### src/sv/mfch_pkg.sv
`timescale 1ns / 1ps
// ----------------------------------------------------------------------------
// MAC/filter-id hash package
// Shared widths, constants, pipeline beat type and the CRC step function.
// ----------------------------------------------------------------------------
package mfch_pkg;

  localparam int unsigned TableEntries  = 2048;
  localparam int unsigned FidW          = 8;
  localparam int unsigned MacW          = 48;
  localparam int unsigned BucketW       = 11;
  localparam int unsigned HashW         = 16;
  localparam int unsigned RemW          = 20;
  localparam int unsigned GuardW        = RemW - HashW;
  localparam int unsigned NumFolds      = 4;
  localparam int unsigned StepsPerFold  = 20;
  localparam int unsigned StagesPerFold = 4;
  localparam int unsigned StepsPerStage = StepsPerFold / StagesPerFold;
  localparam int unsigned NumStages     = NumFolds * StagesPerFold;

  localparam logic [HashW-1:0] HashInit  = 16'hFFFF;
  localparam logic [HashW-1:0] PolyReset = 16'h1021;
  localparam logic [HashW-1:0] IndexMask = HashW'(TableEntries - 1);

  typedef struct packed {
    logic [RemW-1:0] rem;
    logic [MacW-1:0] mac;
  } mfch_beat_t;

  function automatic logic [RemW-1:0] crc_steps(input logic [RemW-1:0] rem_in,
                                                input logic [HashW-1:0] poly);
    logic [RemW-1:0] divisor;
    logic [RemW-1:0] rem;
    divisor = {1'b1, poly, {(GuardW - 1){1'b0}}};
    rem     = rem_in;
    for (int i = 0; i < StepsPerStage; i++) begin
      if (rem[RemW-1]) begin
        rem = rem ^ divisor;
      end
      rem = {rem[RemW-2:0], 1'b0};
    end
    return rem;
  endfunction

endpackage

### src/sv/mfch_if.sv
`timescale 1ns / 1ps
// ----------------------------------------------------------------------------
// MAC/filter-id hash channels
// Request channel (filter id, MAC) and response channel (bucket index).
// ----------------------------------------------------------------------------
interface mfch_req_if;
  logic                      valid;
  logic                      ready;
  logic [mfch_pkg::FidW-1:0] filter_id;
  logic [mfch_pkg::MacW-1:0] mac_address;

  modport source (output valid, output filter_id, output mac_address, input ready);
  modport sink   (input valid, input filter_id, input mac_address, output ready);
endinterface

interface mfch_rsp_if;
  logic                         valid;
  logic                         ready;
  logic [mfch_pkg::BucketW-1:0] bucket_index;

  modport source (output valid, output bucket_index, input ready);
  modport sink   (input valid, input bucket_index, output ready);
endinterface

### src/sv/mfch_stage.sv
`timescale 1ns / 1ps
// ----------------------------------------------------------------------------
// MAC/filter-id hash pipeline stage
// Runs five CRC division steps on the remainder and registers the beat.
// ----------------------------------------------------------------------------
module mfch_stage (
  input  logic                        clk_i,
  input  logic                        rst_ni,
  input  logic [mfch_pkg::HashW-1:0]  poly_i,
  input  logic                        in_valid_i,
  output logic                        in_ready_o,
  input  mfch_pkg::mfch_beat_t        in_data_i,
  output logic                        out_valid_o,
  input  logic                        out_ready_i,
  output mfch_pkg::mfch_beat_t        out_data_o
);
  import mfch_pkg::*;

  logic       valid_q;
  mfch_beat_t data_q;
  mfch_beat_t data_d;

  assign in_ready_o = !valid_q || out_ready_i;

  always_comb begin
    data_d.rem = crc_steps(in_data_i.rem, poly_i);
    data_d.mac = in_data_i.mac;
  end

  always_ff @(posedge clk_i or negedge rst_ni) begin
    if (!rst_ni) begin
      valid_q <= 1'b0;
    end else if (in_ready_o) begin
      valid_q <= in_valid_i;
    end
  end

  always_ff @(posedge clk_i) begin
    if (in_ready_o && in_valid_i) begin
      data_q <= data_d;
    end
  end

  assign out_valid_o = valid_q;
  assign out_data_o  = data_q;

endmodule

### src/sv/mac_fid_crc16_hash.sv
`timescale 1ns / 1ps
// ----------------------------------------------------------------------------
// MAC/filter-id CRC-16 hash
// Folds filter id and MAC into a CRC-16 with a programmable polynomial and
// gives the masked bucket index.
// ----------------------------------------------------------------------------
// Pipeline: four registered stages per fold.
// Throughput: one beat per cycle; each stage holds on its own when the
// response side stalls, so bubbles close up.
// Reset: pipeline valid bits clear, polynomial returns to 0x1021.
// ----------------------------------------------------------------------------
module mac_fid_crc16_hash (
  input  logic                       clk_i,
  input  logic                       rst_ni,
  input  logic                       cfg_we_i,
  input  logic [mfch_pkg::HashW-1:0] cfg_wdata_i,
  mfch_req_if.sink                   req_i,
  mfch_rsp_if.source                 rsp_o
);
  import mfch_pkg::*;

  logic [HashW-1:0] poly_q;

  logic       stg_valid [NumStages+1];
  logic       stg_ready [NumStages+1];
  mfch_beat_t stg_data  [NumStages+1];

  always_ff @(posedge clk_i or negedge rst_ni) begin
    if (!rst_ni) begin
      poly_q <= PolyReset;
    end else if (cfg_we_i) begin
      poly_q <= cfg_wdata_i;
    end
  end

  assign stg_valid[0]    = req_i.valid;
  assign req_i.ready     = stg_ready[0];
  assign stg_data[0].rem = '0;
  assign stg_data[0].mac = req_i.mac_address;

  for (genvar s = 0; s < NumStages; s++) begin : g_stage
    mfch_beat_t pre;

    if (s % StagesPerFold == 0) begin : g_load
      localparam int unsigned Fold = s / StagesPerFold;
      logic [HashW-1:0] hash;
      logic [HashW-1:0] word;

      if (s == 0) begin : g_first
        assign hash = HashInit;
        assign word = {{(HashW - FidW){1'b0}}, req_i.filter_id};
      end else begin : g_next
        assign hash = stg_data[s].rem[RemW-1:GuardW];
        assign word = stg_data[s].mac[HashW*(NumFolds-1-Fold) +: HashW];
      end

      assign pre.rem = {{GuardW{1'b0}}, hash ^ word};
      assign pre.mac = stg_data[s].mac;
    end else begin : g_pass
      assign pre = stg_data[s];
    end

    mfch_stage u_stage (
      .clk_i       (clk_i),
      .rst_ni      (rst_ni),
      .poly_i      (poly_q),
      .in_valid_i  (stg_valid[s]),
      .in_ready_o  (stg_ready[s]),
      .in_data_i   (pre),
      .out_valid_o (stg_valid[s+1]),
      .out_ready_i (stg_ready[s+1]),
      .out_data_o  (stg_data[s+1])
    );
  end

  assign rsp_o.valid          = stg_valid[NumStages];
  assign stg_ready[NumStages] = rsp_o.ready;
  assign rsp_o.bucket_index   =
    BucketW'(stg_data[NumStages].rem[RemW-1:GuardW] & IndexMask);

endmodule

### src/flat_wrapper.sv
// flat-port wrapper written by rule: the top's interface ports become plain ports
module mac_fid_crc16_hash_flat import mfch_pkg::*;
  (clk_i, rst_ni, cfg_we_i, cfg_wdata_i, req_i_valid, req_i_filter_id, req_i_mac_address, req_i_ready, rsp_o_valid, rsp_o_bucket_index, rsp_o_ready);
  mfch_req_if req_i_i ();
  mfch_rsp_if rsp_o_i ();
  input  logic clk_i;
  input  logic rst_ni;
  input  logic cfg_we_i;
  input  logic [mfch_pkg::HashW-1:0] cfg_wdata_i;
  input wire logic [$bits(req_i_i.valid)-1:0] req_i_valid;
  input wire logic [$bits(req_i_i.filter_id)-1:0] req_i_filter_id;
  input wire logic [$bits(req_i_i.mac_address)-1:0] req_i_mac_address;
  output wire logic [$bits(req_i_i.ready)-1:0] req_i_ready;
  output wire logic [$bits(rsp_o_i.valid)-1:0] rsp_o_valid;
  output wire logic [$bits(rsp_o_i.bucket_index)-1:0] rsp_o_bucket_index;
  input wire logic [$bits(rsp_o_i.ready)-1:0] rsp_o_ready;
  assign req_i_i.valid = req_i_valid;
  assign req_i_i.filter_id = req_i_filter_id;
  assign req_i_i.mac_address = req_i_mac_address;
  assign req_i_ready = req_i_i.ready;
  assign rsp_o_valid = rsp_o_i.valid;
  assign rsp_o_bucket_index = rsp_o_i.bucket_index;
  assign rsp_o_i.ready = rsp_o_ready;
  mac_fid_crc16_hash u_core (.clk_i(clk_i), .rst_ni(rst_ni), .cfg_we_i(cfg_we_i), .cfg_wdata_i(cfg_wdata_i), .req_i(req_i_i), .rsp_o(rsp_o_i));
endmodule
### config.mk
export PLATFORM = sky130hd
export DESIGN_NAME = mac_fid_crc16_hash_flat
export DESIGN_NICKNAME = d
export VERILOG_FILES = /design/src/sv/mfch_pkg.sv /design/src/sv/mfch_if.sv /design/src/sv/mfch_stage.sv /design/src/sv/mac_fid_crc16_hash.sv /design/src/flat_wrapper.sv
export SDC_FILE = /design/constraint.sdc
export NUM_CORES = 1
export LEC_CHECK = 0
export BUFFER_PORTS_ARGS = -buffer_cell sky130_fd_sc_hd__buf_2
export CAP_MARGIN = 15
export CORE_UTILIZATION = 65
export CTS_BUF_LIST = sky130_fd_sc_hd__clkbuf_8
export CTS_CLUSTER_SIZE = 28
export DETAILED_ROUTE_END_ITERATION = 12
export PLACE_DENSITY_LB_ADDON = 0.1
export SLEW_MARGIN = 20
export SYNTH_ARGS = -nofsm -noshare
export SYNTH_HDL_FRONTEND = slang
export SYNTH_HIERARCHICAL = 1
export SYNTH_SLANG_ARGS = --single-unit
### constraint.sdc
create_clock -name clk_i -period 5.81 [get_ports clk_i]
set_input_delay 1.162 -clock clk_i [delete_from_list [all_inputs] [get_ports clk_i]]
set_output_delay 1.162 -clock clk_i [all_outputs]
set_load 0.005 [all_outputs]
### Word level (Yosys, flattened, before mapping)

Cells that the tools add are included.

| storage, ports and cells | value |
|---|---|
| bits of input ports | 77 |
| flip-flop bits (word level) | 711 |
| logic and storage cells | 237 |

| operators by class | value |
|---|---|
| bitwise operators | 68 |
| multiplexer cells | 64 |
| reduce and logical (&&, ||, !) cells | 48 |

Operator list:

| cell | count |
|---|---|
| 2-to-1 mux 19 bit | 63 |
| XOR 19 bit | 63 |
| XOR 16 bit | 3 |
| logical AND 1 bit | 16 |
| logical NOT 1 bit | 16 |
| logical OR 1 bit | 16 |
| inverter 8 -> 16 bit | 1 |
| 2-to-1 mux 14 bit | 1 |
| XOR 14 bit | 1 |

### Longest topological paths before layout

| depth | value |
|---|---|
| depth in word-level cells | 18 |
| gate-level depth with buffers | 17 |
| depth with buffers taken out | 17 |

### Cells and area by module

The synthesis kept the hierarchy.

By module, submodules not included:

| module | instances | area each (sq um) | sequential area each (sq um) | cells an instance |
|---|---|---|---|---|
| mfch_stage | 16 | 3523.4 | 1946.9 | 286 |
| mac_fid_crc16_hash | 1 | 1111.1 | 404.1 | 92 |

### Worst setup path after synthesis

Ideal clock, no wire load.

| timing | value |
|---|---|
| path kind | input-to-reg |
| start point | in rsp_o_ready |
| end point | reg u_core.g_stage[0].u_stage.data_q, in the netlist u_core/g_stage[0].u_stage/out_data_o[0] (enable) |
| path buffers | 0 |
| cell stages on the path | 17 |
| path slack | 0.730 ns |
| data arrival time | 4.651 ns |
| cells stage by stage | nand2b_1 nand2b_1 nand2b_1 nand2b_1 nand2b_1 nand2b_1 nand2b_1 nand2b_1 nand2b_1 nand2b_1 nand2b_1 nand2b_1 nand2b_1 nand2b_1 nand2b_1 nand2b_1 and2_1 |

RTL lines:

| element | RTL line | text |
|---|---|---|
| start: declaration | flat_wrapper.sv:16 | `input wire logic [$bits(rsp_o_i.ready)-1:0] rsp_o_ready;` |
| end signal: assignment | mfch_stage.sv:40 | `data_q <= data_d;` |
| end: declaration | mfch_stage.sv:20 | `mfch_beat_t data_q;` |

==> impl_metrics.env <==
export IMPL_status="finished clean"
export IMPL_p_seq_share_pct=27.0
export IMPL_r2r_cells=18
export IMPL_first_iter_violations=2372
export IMPL_clock_fmax_mhz=180.3
export IMPL_worstHoldStart="u_core/g_stage[0].u_stage/out_data_o[9]"
export IMPL_hold_class="flop to flop"
export IMPL_syn_area_um2=44160
export IMPL_rsz0062_at_grt="no"
export IMPL_initial_utilization_pct=65.75
export IMPL_relSlewSlack_pct=30.23
export IMPL_final_cell_mix="nand2_1 (981), edfxtp_1 (624), xnor2_1 (501), nand3_1 (300), xnor3_1 (210)"
export IMPL_ant_nets=0
export IMPL_drive_above_1_share_pct=14.22
export IMPL_avgRoutedWirePerCell_um=19.40
export IMPL_endpoint_kind="output pin"
export IMPL_grt_total_usage_pct=28.21
export IMPL_area_growth_pct=6.214
export IMPL_cts_made_buffers=108
export IMPL_antenna_found_initial=2
export IMPL_clk_latency_ns=0.72
export IMPL_tns_ns=0
export IMPL_p_comb_share_pct=60.8
export IMPL_first_pass_iters=5
export IMPL_avgSynthCellArea_um2=10.81
export IMPL_ir_drop_uv=383.4
export IMPL_p_int_mw=20.71
export IMPL_first_global_vias=27710
export IMPL_cap_violations=0
export IMPL_power_density_nw_per_um2=701.0
export IMPL_cp_max_fo=3
export IMPL_cts_tree="yes"
export IMPL_io_pins=90
export IMPL_grt_pass1_wl_mm=153.7
export IMPL_p_leak_nw=18.98
export IMPL_port_buffers=89
export IMPL_fp_dieH_um=262.6
export IMPL_core_um2=67160
export IMPL_clk_pin_slew_ns=0.06
export IMPL_cts_setup_buffers=0
export IMPL_p_clk_share_pct=12.2
export IMPL_die_width_um=262.6
export IMPL_p_sw_share_pct=37.00
export IMPL_switchingPower_mw=12.17
export IMPL_hold_viol_final=0
export IMPL_fin_nets=4115
export IMPL_critical_path_class="input pin to output pin"
export IMPL_die_area_um2=68980
export IMPL_hold_depth=0
export IMPL_crit_chain="buf_2, nand2b_1, nand2b_1, nand2b_1, nand2b_1, nand2b_1, nand2b_1, nand2b_2, nand2b_1, nand2b_1, nand2b_1, nand2b_1, nand2b_4, nand2b_4, nand2b_1, nand2b_1, nand2b_1, buf_2"
export IMPL_drt_wl_total_mm=97.06
export IMPL_setup_violations=0
export IMPL_dp_hpwl_mm=59.42
export IMPL_r2r_start="u_core/g_stage[15].u_stage/out_valid_o"
export IMPL_critPathLaunchType="input pin"
export IMPL_period_needed_ns=5.548
export IMPL_syn_inst=4086
export IMPL_grt_max_degree=96
export IMPL_cts_sinks=656
export IMPL_critical_path_most_common_cell="nand2b_1"
export IMPL_slew_viol_final=0
export IMPL_drcViolationCount=0
export IMPL_reg2reg_to="u_core/g_stage[0].u_stage/out_data_o[64]"
export IMPL_overflow=0
export IMPL_cts_max_path_buffers=3
export IMPL_crit_required_ns=4.65
export IMPL_cts_resized_gates=0
export IMPL_worst_slew_pin_transition_ns=1.047
export IMPL_cts_max_level=3
export IMPL_final_period_utilization_pct=95.48
export IMPL_critPathSlowestCell="nand2b_2"
export IMPL_cts_root_buffer="clkbuf_8"
export IMPL_clock_skew_ns=0.03883
export IMPL_p_total_mw=32.88
export IMPL_r2r_setup_slack_ns=1.53
export IMPL_yosysWarnings=6
export IMPL_slowest_delay_ns=0.23
export IMPL_vias=29190
export IMPL_gp_congestion=0.8023
export IMPL_hold_buffers=0
export IMPL_fillerInstances=4862
export IMPL_hold_end="u_core/g_stage[1].u_stage/out_data_o[9]"
export IMPL_layout_commonest_cell="nand2_1"
export IMPL_vias_per_cell=5.835
export IMPL_rows=95
export IMPL_crit_arrival_ns=4.39
==> per-layer routing <==
layer  share of wire, %  track usage [%]  up-vias
li1                   -                -    13920
met1                 42            38.55    14130
met2                 49            47.35      983
met3                5.9            3.570      160
met4                2.4            8.474        2
met5              0.010                0        -
==> per-stage QoR <==
stage | std cells | setup slack, ns | utilization (%) | area (um2) | hold slack (ns)
3_3_place_gp | 4798 | 0.3007 | 66.55 | 44690 | 0.4001
2_1_floorplan | 4181 | 0.7297 | - | 44510 | 0.4003
6_report | 5003 | 0.2625 | 69.84 | 46900 | 0.3898
4_1_cts | 4999 | 0.1887 | 69.74 | 46840 | 0.3906
3_5_place_dp | 4798 | 0.2510 | 66.55 | 44690 | 0.4045
5_1_grt | 5003 | 0.005748 | 69.84 | 46900 | 0.4001
==> power groups by stage <==
| stage | Clock (mW) | Sequential, mW | Combinational [mW] |
|---|---|---|---|
| after global placement | 0 | 9.00 | 19.4 |
| after CTS | 4.12 | 8.95 | 19.9 |
| after detailed placement | 0 | 9.04 | 19.8 |
| after floorplan | 0 | 8.36 | 17.7 |
| after global routing | 4.30 | 9.02 | 21.6 |
| final | 4.01 | 8.89 | 20.0 |
==> how the worst max path moves through the flow <==
stage | end | from | depth (start not counted)
floorplan | u_core/g_stage[0].u_stage/out_data_o[0] | rsp_o_ready | 17
global placement | req_i_ready | rsp_o_ready | 18
detailed placement | req_i_ready | rsp_o_ready | 18
CTS | req_i_ready | rsp_o_ready | 18
global route | req_i_ready | rsp_o_ready | 18
finish | req_i_ready | rsp_o_ready | 18
==> cell type report <==
type	instances	area [um2]	area share [%]
diodes	1	2.502	0.005335
clock buffers	113	1555	3.316
clock inverters	88	589.3	1.257
inverters	8	30.03	0.06403
multi-input cells	3105	22920	48.86
flip-flops and latches	656	19600	41.79
well taps	873	1092	2.329
repair buffers	159	1115	2.377
==> sequential cells by signal, indices dropped and copies added (netlist names) <==
| register | count |
|---|---|
| u_core/g_stage.u_stage/out_valid_o | 16 |
| u_core/poly_q | 16 |
| u_core/g_stage.u_stage/out_data_o | 624 |
==> critical path: cells and delay by family <==
kind                   cells  cell delay, ns
buffers and inverters      2            0.23
and+or+nand+nor           16            2.98
(Power assumes the default switching activity.)
